### src/sv/spq_pkg.sv
// Shared types and constants for the sorted priority queue.
`timescale 1ns / 1ps

package spq_pkg;

  localparam int unsigned VAL_W  = 32;
  localparam int unsigned OCC_W  = 7;
  localparam int unsigned CAP_W  = 7;
  localparam int unsigned APB_AW = 2;
  localparam int unsigned APB_DW = 32;

  localparam logic [CAP_W-1:0]  CAP_RESET         = 7'd64;
  localparam logic [APB_AW-1:0] REG_CAPACITY_ADDR = 2'd0;

  typedef enum logic {
    ACT_ENQ = 1'b0,
    ACT_DEQ = 1'b1
  } action_e;

  typedef enum logic [1:0] {
    ST_OK        = 2'd0,
    ST_OVERFLOW  = 2'd1,
    ST_UNDERFLOW = 2'd2
  } status_e;

  typedef struct packed {
    logic push;
    logic pop;
  } cell_cmd_t;

endpackage

### src/sv/spq_cell.sv
// One slot of the sorted chain: holds a value and trades with its neighbors.
`timescale 1ns / 1ps

module spq_cell
  import spq_pkg::*;
(
  input  logic                    clk_i,
  input  cell_cmd_t               cmd_i,
  input  logic                    occ_i,
  input  logic signed [VAL_W-1:0] new_value_i,
  input  logic                    prev_take_i,
  input  logic signed [VAL_W-1:0] prev_value_i,
  input  logic signed [VAL_W-1:0] next_value_i,
  output logic                    take_o,
  output logic signed [VAL_W-1:0] value_o
);

  logic signed [VAL_W-1:0] val_q, val_d;

  // new value belongs at or below this slot
  assign take_o  = !occ_i || (val_q >= new_value_i);
  assign value_o = val_q;

  always_comb begin
    val_d = val_q;
    if (cmd_i.push) begin
      if (prev_take_i) begin
        val_d = prev_value_i;
      end else if (take_o) begin
        val_d = new_value_i;
      end
    end else if (cmd_i.pop) begin
      val_d = next_value_i;
    end
  end

  always_ff @(posedge clk_i) begin
    val_q <= val_d;
  end

endmodule

### config.mk
export PLATFORM = sky130hd
export DESIGN_NAME = spq_cell
export DESIGN_NICKNAME = d
export VERILOG_FILES = /design/src/sv/spq_pkg.sv /design/src/sv/spq_cell.sv
export SDC_FILE = /design/constraint.sdc
export NUM_CORES = 1
export LEC_CHECK = 0
export ABC_CLOCK_PERIOD_IN_PS = 10000
export BUFFER_PORTS_ARGS = -buffer_cell sky130_fd_sc_hd__buf_4
export CAP_MARGIN = 0
export CORE_MARGIN = 2
export CORE_UTILIZATION = 30
export CTS_CLUSTER_DIAMETER = 50
export DETAILED_ROUTE_END_ITERATION = 16
export SLEW_MARGIN = 20
export SYNTH_ARGS = -nofsm -noshare
export SYNTH_HDL_FRONTEND = slang
export SYNTH_SLANG_ARGS = --single-unit
export TNS_END_PERCENT = 10
### constraint.sdc
create_clock -name clk_i -period 10 [get_ports clk_i]
set_input_delay 0.5 -clock clk_i [delete_from_list [all_inputs] [get_ports clk_i]]
set_output_delay 0.5 -clock clk_i [all_outputs]
set_load 0.1 [all_outputs]
# After elaboration in Yosys (flattened, before gate mapping)
# Cells that the tools add are included.
# W data, S select, Z words.
dict set report word_totals {
  output_inout_bits 33
  in_bits 101
  reg_bits 32
  elab_cells 11
}
dict set report classes {
  n_reduce_logical 4
  n_mux 4
  magnitude_cmp 1
  n_eq_ne 1
}
# cell count
set op_table {}
lappend op_table {{$mux W32} 4}
lappend op_table {{$ge A32 B32 Y1} 1}
lappend op_table {{$ne A3 B1 Y1 const B} 1}
lappend op_table {{$reduce_and A2 Y1} 1}
lappend op_table {{$reduce_bool A2 Y1} 1}
lappend op_table {{$logic_not A1 Y1} 1}
lappend op_table {{$logic_or A1 B1 Y1} 1}

# Depth between registers and ports, before layout
# Gate-level depths: netlist of run 1.
dict set report depth {
  word_depth 5
  mapped_depth 8
  ltp_nobuf 8
}

# Worst setup path before layout of run 1
# OpenSTA, ideal clock, no wires.
dict set report synth_path {
  kind {flip-flop to flip-flop}
  from {register val_q[31], in the netlist value_o[31]}
  to {register val_q[0], in the netlist value_o[0], enable pin}
  required_ns 9.579
  stages_incl_launch_ff 8
  arrival_time_ns 3.554
  slack_ns 6.024
  path_cell_list {edfxtp_1 ha_1 and4_1 and2_1 nand3_1 nand4_1 a41o_1 nor2_1}
}
dict set report synth_between {
  elab_chain_cells 4
}
# item line
set synth_lines {}
lappend synth_lines {{from (decl)} spq_cell.sv:18} ;# logic signed [VAL_W-1:0] val_q, val_d;
lappend synth_lines {{from (signal assigned)} spq_cell.sv:38} ;# val_q <= val_d;
lappend synth_lines {{$ge A32 B32 Y1} spq_cell.sv:21} ;# assign take_o = !occ_i || (val_q >= new_value_i);
lappend synth_lines {{$logic_or A1 B1 Y1} spq_cell.sv:21}
lappend synth_lines {{$ne A3 B1 Y1 (no line)} n/a}
lappend synth_lines {{$reduce_and A2 Y1 (no line)} n/a}
# No other way between the ends.
# A chain may end at the register's enable or synchronous reset.

# Final worst setup path of run 1
dict set report layout_path {
  from {register val_q[14], in the netlist value_o[14]}
  to {output take_o}
}
dict set report layout_between {
  elab_chain_cells 2
}
# item line
set layout_lines {}
lappend layout_lines {{$ge A32 B32 Y1} spq_cell.sv:21}
lappend layout_lines {{$logic_or A1 B1 Y1} spq_cell.sv:21}
lappend layout_lines {{to (decl)} spq_cell.sv:14} ;# output logic take_o,
# No other way between the ends.

==> impl_metrics.py, run 1 <==
metrics = {
    "sta": {
        "final.hold.worst_slack_ns": 0.5436,
        "final_period_minus_worst_setup_slack_ns": 3.019,
        "final-hold-violation-count": 0,
        "setup_tns_ns": 0,
        "unrepaired_setup_endpoints_after_global_routing": "no",
        "max_freq_ghz": 0.3312,
        "layout_worst_path_cycle_share_pct": 30.19,
        "finalSetupViolCount": 0,
        "slew_headroom_pct": 39.94,
        "finalMaxSlewViolations": 0,
        "worst_pin_slew_ns": 0.8988,
        "clock_skews_ns": 0.002715,
    },
    "hold_path": {
        "whs_path_depth": 3,
        "worstHoldPathType": "input pin to register",
    },
    "yosys": {
        "netlist.area_leader.share_pct": 38.55,
        "synth-seq-area-share_pct": 38.55,
        "ys_warn_count": 0,
        "synthDistinctLibCells": 29,
        "postSynthCellCount": 264,
        "netlist.top_cell.by_area": "edfxtp_1",
        "register_bit_total_from_synthesis": 32,
        "synth.avg_cell_area_um2": 9.441,
        "synth_area_leaders": "edfxtp_1 (39%), ha_1 (16%), mux2i_1 (13%), a21oi_1 (9.2%), nor2_1 (5.3%)",
        "syn_nets": 397,
        "netlist_area_um2": 2492,
    },
    "drt": {
        "dr.pass1.iters": 4,
        "route.detailed.wl_per_inst_um": 13.39,
        "remaining_drc_errors": 0,
        "viasPerCell": 4.641,
        "via_count": 2302,
        "ant_nets": 0,
        "totalWireLength_um": 6639,
        "detail_route.iter0.violations": 75,
    },
    "floorplanning": {
        "std_cell_rows": 33,
        "fp.coreArea_um2": 8134,
        "floorplan.die.width_um": 95.15,
        "boundaryPins": 134,
        "fp.dieArea_um2": 9054,
        "y_dimension_of_the_die_um": 95.15,
        "start_util_pct": 30.64,
    },
    "final_layout": {
        "layout_common_cells": "buf_4 (133), a21oi_1 (46), nor2_1 (34)",
        "area.growth.synth_to_final_pct": 46.59,
        "post_layout_nonfiller_instances": 496,
        "post_route_cells_drive_above_1_share_pct": 36.32,
        "most_common_library_cell_in_the_layout_ignoring_fill_and_taps": "buf_4",
        "nNetsFinal": 526,
        "largest_register_ff_count": 32,
        "number_of_diodes": 0,
    },
    "pwr": {
        "leakagePower_nw": 1.816,
        "max-vdd-ir-drop_mv": 0.04546,
        "pwr_density_cell_nw_per_um2": 136.6,
        "report.power.total_uw": 499.1,
    },
    "critical_path": {
        "rr_worst_depth": 7,
        "worst_ep_arrival_time_ns": 2.52,
        "critPathSlowestCell": "a2111o_1",
        "max_stage_delay_ns": 0.43,
        "cp_data_required_time_ns": 9.50,
        "worstSetupEndpointType": "output port",
        "path_buf_inv": 1,
        "worst_path_dominant_cell_family": "compound AO/OA/AOI/OAI gates",
        "worst-path-max-fanout": 4,
        "crit_type": "register to output port",
        "kind_of_start_point_of_the_critical_path": "register",
        "cp_num_cells": 7,
        "crit_path_cell_trace": "ha_1 > nand4_2 > a2111o_1 > a31oi_2 > nor3_1 > or3b_1 > buf_4",
    },
    "clocking": {
        "ctsLongestPathBuffers": 2,
        "later_pin_clock_latency_in_the_skew_report_ns": 0.27,
        "tritoncts": "built",
        "clock-root-buffer": "clkbuf_8",
        "postCtsSetupBuffers": 0,
        "hold_buffers": 0,
        "cts_repair_resize_count": 0,
        "h-tree-depth": 2,
        "numCtsBuffers": 5,
        "clock_sinks": 32,
        "worst_path_clk_slew_ns": 0.06,
    },
    "place": {
        "io_buffer_count": 133,
        "post-dp-hpwl_um": 5351,
        "numPlacedInstances": 491,
        "place_congestion": 0.7861,
    },
    "global_routing": {
        "grt_pass1_vias": 2197,
        "number_of_antenna_violations_at_the_first_check_in_global_routing": 0,
        "grt_max_degree": 68,
        "overall_global_routing_resource_usage_pct": 14.71,
        "global_route.overflow_total": 0,
        "global_route_wire_length_before_repair_um": 10250,
    },
    "status": {
        "status": "finished clean",
    },
    "flow_run": {
        "max_cap_viol_count": 0,
    },
}
[metal layers]
metal | wire length, um | vias to the layer above | track usage, %
met4 | 153 | 0 | 5.918
met2 | 3178 | 72 | 24.53
met1 | 2901 | 1019 | 18.18
met3 | 405 | 8 | 3.636
li1 | - | 1203 | -
met5 | 0 | - | 0
[worst paths after layout]
kind	slack, ns	endpoint	startpoint
setup / recovery	6.98	take_o	value_o[14]$_DFFE_PP_
setup reg to reg	7.18	value_o[10]$_DFFE_PP_	value_o[31]$_DFFE_PP_
hold reg to reg	1.35	value_o[30]$_DFFE_PP_	value_o[31]$_DFFE_PP_
hold / removal	0.54	value_o[25]$_DFFE_PP_	next_value_i[25]
[through the flow]
stage	utilization, %	setup slack (ns)	cell area, um^2
4_1_cts	44.92	6.948	3654
6_report	44.92	6.981	3654
5_1_grt	44.92	6.825	3654
3_5_place_dp	44.07	6.932	3585
3_3_place_gp	44.07	6.975	3585
2_1_floorplan	-	6.024	2492
[tightest hold or removal path, stage by stage]
cell and delay [ns]:
buf_4 0.08, nor2_1 0.03, a21oi_1 0.10
[power breakdown]
| group | total, mW | switching [mW] | internal (mW) |
|---|---|---|---|
| Combinational | 0.238 | 0.164 | 0.0735 |
| Sequential | 0.175 | 0.00808 | 0.167 |
| Clock | 0.0863 | 0.0416 | 0.0447 |
| Total | 0.499 | 0.214 | 0.285 |
[kinds of logic (layout without fill, tap and decap cells)]
kind of cell             count (synthesis)  after routing  share of synthesized area [%]
AO/OA/AOI/OAI                           57             57                          12.70
adder cells (fa/ha/maj)                 32             32                          16.06
buffers and inverters                   43            170                          6.627
flip-flops                              32             32                          38.55
multiplexers                            32             32                          12.85
AND/OR/NAND/NOR                         68             68                          13.20
[cell usage after synthesis]
| cell | n |
|---|---|
| clkbuf_1 | 7 |
| edfxtp_1 | 32 |
| buf_2 | 3 |
| nand2b_1 | 2 |
| a31oi_2 | 1 |
| o211ai_1 | 1 |
| inv_1 | 32 |
| a221oi_2 | 1 |
| a2111o_1 | 1 |
| nor3_1 | 1 |
| mux2i_1 | 32 |
| nand4_2 | 1 |
| nand3b_1 | 1 |
| nand2_1 | 10 |
| and4_1 | 4 |
| a41o_1 | 1 |
| nor2b_1 | 1 |
| a21oi_1 | 46 |
| nand3_1 | 3 |
| nor4_1 | 2 |
| or3b_1 | 1 |
| ha_1 | 32 |
| o21ai_1 | 1 |
| o21ai_0 | 5 |
| nand4_1 | 5 |
| buf_1 | 1 |
| nor3b_1 | 1 |
| and2_1 | 1 |
| nor2_1 | 35 |
[area by class of cell]
class                           instances  area, um^2
Tap cell                              105       131.4
Clock buffer                            5       68.82
Fill cell                             804        4481
Inverter                               32       120.1
Multi-Input combinational cell        189        1374
Timing Repair Buffer                  133       998.5
Sequential cell                        32       960.9
Power figures use the tool's default switching activity.
==> inputs of run 2 (changes only) <==
--- a/config.mk
+++ b/config.mk
@@ -5,7 +5,7 @@
 export SDC_FILE = /design/constraint.sdc
 export NUM_CORES = 1
 export LEC_CHECK = 0
-export ABC_CLOCK_PERIOD_IN_PS = 10000
+export ABC_CLOCK_PERIOD_IN_PS = 2600
 export BUFFER_PORTS_ARGS = -buffer_cell sky130_fd_sc_hd__buf_4
 export CAP_MARGIN = 0
 export CORE_MARGIN = 2
==> constraint.sdc (replaced) <==
create_clock -name clk_i -period 2.6 [get_ports clk_i]
set_input_delay 0.13 -clock clk_i [delete_from_list [all_inputs] [get_ports clk_i]]
set_output_delay 0.13 -clock clk_i [all_outputs]
set_load 0.1 [all_outputs]
==> run 2 against run 1 <==
Clock skew up 0.00070 ns. Total power rose to 4.0 times the previous value. Clock power rose to 4.2 times the previous value. Non-clock buffer count up 4. Critical endpoint unchanged. Largest power group unchanged.
==> impl_metrics.py, run 2 (same netlist as run 1, synthesis figures left out) <==
metrics = {
    "drt": {
        "route.detailed.wl_per_inst_um": 13.67,
        "totalWireLength_um": 6875,
        "remaining_drc_errors": 0,
        "detail_route.iter0.violations": 35,
        "via_count": 2362,
        "viasPerCell": 4.696,
        "ant_nets": 0,
        "dr.pass1.iters": 2,
    },
    "sta": {
        "worst_pin_slew_ns": 0.5950,
        "slew_headroom_pct": 60.33,
        "final_period_minus_worst_setup_slack_ns": 2.583,
        "final-hold-violation-count": 0,
        "layout_worst_path_cycle_share_pct": 99.36,
        "finalMaxSlewViolations": 0,
        "unrepaired_setup_endpoints_after_global_routing": "yes",
        "final.hold.worst_slack_ns": 0.1652,
        "finalSetupViolCount": 0,
        "clock_skews_ns": 0.003411,
        "max_freq_ghz": 0.3871,
    },
    "global_routing": {
        "global_route.overflow_total": 0,
        "global_route_wire_length_before_repair_um": 10560,
        "overall_global_routing_resource_usage_pct": 15.03,
        "number_of_antenna_violations_at_the_first_check_in_global_routing": 0,
        "grt_max_degree": 65,
        "grt_pass1_vias": 2334,
    },
    "floorplanning": {
        "boundaryPins": 134,
        "fp.coreArea_um2": 8134,
        "floorplan.die.width_um": 95.15,
        "start_util_pct": 30.64,
        "std_cell_rows": 33,
        "fp.dieArea_um2": 9054,
        "y_dimension_of_the_die_um": 95.15,
    },
    "clocking": {
        "numCtsBuffers": 5,
        "clock_sinks": 32,
        "tritoncts": "built",
        "later_pin_clock_latency_in_the_skew_report_ns": 0.28,
        "hold_buffers": 0,
        "h-tree-depth": 2,
        "worst_path_clk_slew_ns": 0.06,
        "ctsLongestPathBuffers": 2,
        "clock-root-buffer": "clkbuf_8",
    },
    "flow_run": {
        "max_cap_viol_count": 0,
    },
    "final_layout": {
        "layout_common_cells": "buf_4 (134), a21oi_1 (46), nor2_1 (34)",
        "number_of_diodes": 0,
        "post_layout_nonfiller_instances": 503,
        "nNetsFinal": 530,
        "largest_register_ff_count": 32,
        "area.growth.synth_to_final_pct": 51.20,
        "num-fill-cells": 813,
        "post_route_cells_drive_above_1_share_pct": 37.44,
        "most_common_library_cell_in_the_layout_ignoring_fill_and_taps": "buf_4",
    },
    "critical_path": {
        "ff2ff_setup_slack_ns": 0.23,
        "worst_ep_arrival_time_ns": 2.45,
        "kind_of_start_point_of_the_critical_path": "register",
        "crit_type": "register to output port",
        "worstSetupEndpointType": "output port",
        "cp_data_required_time_ns": 2.47,
        "worst-path-max-fanout": 3,
    },
    "status": {
        "status": "finished clean",
    },
    "hold_path": {
        "worstHoldPathType": "input pin to register",
    },
    "pwr": {
        "report.power.total_mw": 1.984,
        "leakagePower_nw": 1.854,
        "max-vdd-ir-drop_mv": 0.2685,
        "pwr_density_cell_nw_per_um2": 526.4,
    },
    "place": {
        "post-dp-hpwl_um": 5708,
        "io_buffer_count": 133,
        "place_congestion": 0.7692,
        "numPlacedInstances": 494,
    },
}
## run 2: cell types whose count changed in the layout (fill, tap and decap cells not counted), sizes merged
cell,before,now
buf,133,137
clkbuf,5,7
clkinv,0,1
## run 2: cell type report
cell class,instances,area (um^2),share of cell area (%)
Clock buffer,7,76.32,2.025
Clock inverter,1,3.754,0.09960
Inverter,32,120.1,3.187
Multi-Input combinational cell,189,1410,37.42
Sequential cell,32,960.9,25.50
Tap cell,105,131.4,3.486
Timing Repair Buffer,137,1066,28.29
## run 2: through the flow
step / setup TNS [ns] / util [%] / setup WS [ns] / cell area (um^2)
detailed placement: 0 / 44.81 / 0.2650 / 3645
CTS: 0 / 45.95 / 0.007228 / 3737
finish: 0 / 46.33 / 0.01657 / 3769
global placement: 0 / 44.81 / 0.3213 / 3645
global route: -0.08920 / 46.33 / -0.08920 / 3769
floorplan: -13.08 / - / -0.3977 / 2512
## run 2: path summary, 6_finish.rpt
kind,end,depth (start not counted),startpoint
setup / recovery,take_o,8,value_o[1]$_DFFE_PP_
hold / removal,value_o[22]$_DFFE_PP_,3,next_value_i[22]
setup reg to reg,value_o[0]$_DFFE_PP_,8,value_o[14]$_DFFE_PP_
hold reg to reg,value_o[14]$_DFFE_PP_,5,value_o[31]$_DFFE_PP_
## run 2: routing by layer
layer | GRT usage (%) | wire length (um)
met5 | 0 | 0
met2 | 25.94 | 3292
met3 | 4.427 | 523
met4 | 5.918 | 156
met1 | 17.43 | 2902
## run 2: timing repair
item                       in CTS  in global routing
pin swaps                       1                  2
buffers inserted                0                  1
resized for setup               2                  5
hold endpoints to repair        0                  0
setup endpoints to repair       1                  1
## run 2: critical path, stage by stage, from the launching register on
cell	delay, ns
edfxtp_1	0.44
ha_4	0.29
nor2b_1	0.11
o211ai_1	0.08
a2111o_1	0.41
a31oi_4	0.20
nor3_1	0.06
or3b_4	0.38
buf_12	0.17
## run 2: power by group
group          leakage, nW  total, mW  switching (mW)  internal (mW)
registers            0.317      0.674          0.0330          0.641
logic                 1.50      0.951           0.641          0.311
clock network       0.0399      0.359           0.173          0.186
total                 1.85       1.98           0.846           1.14
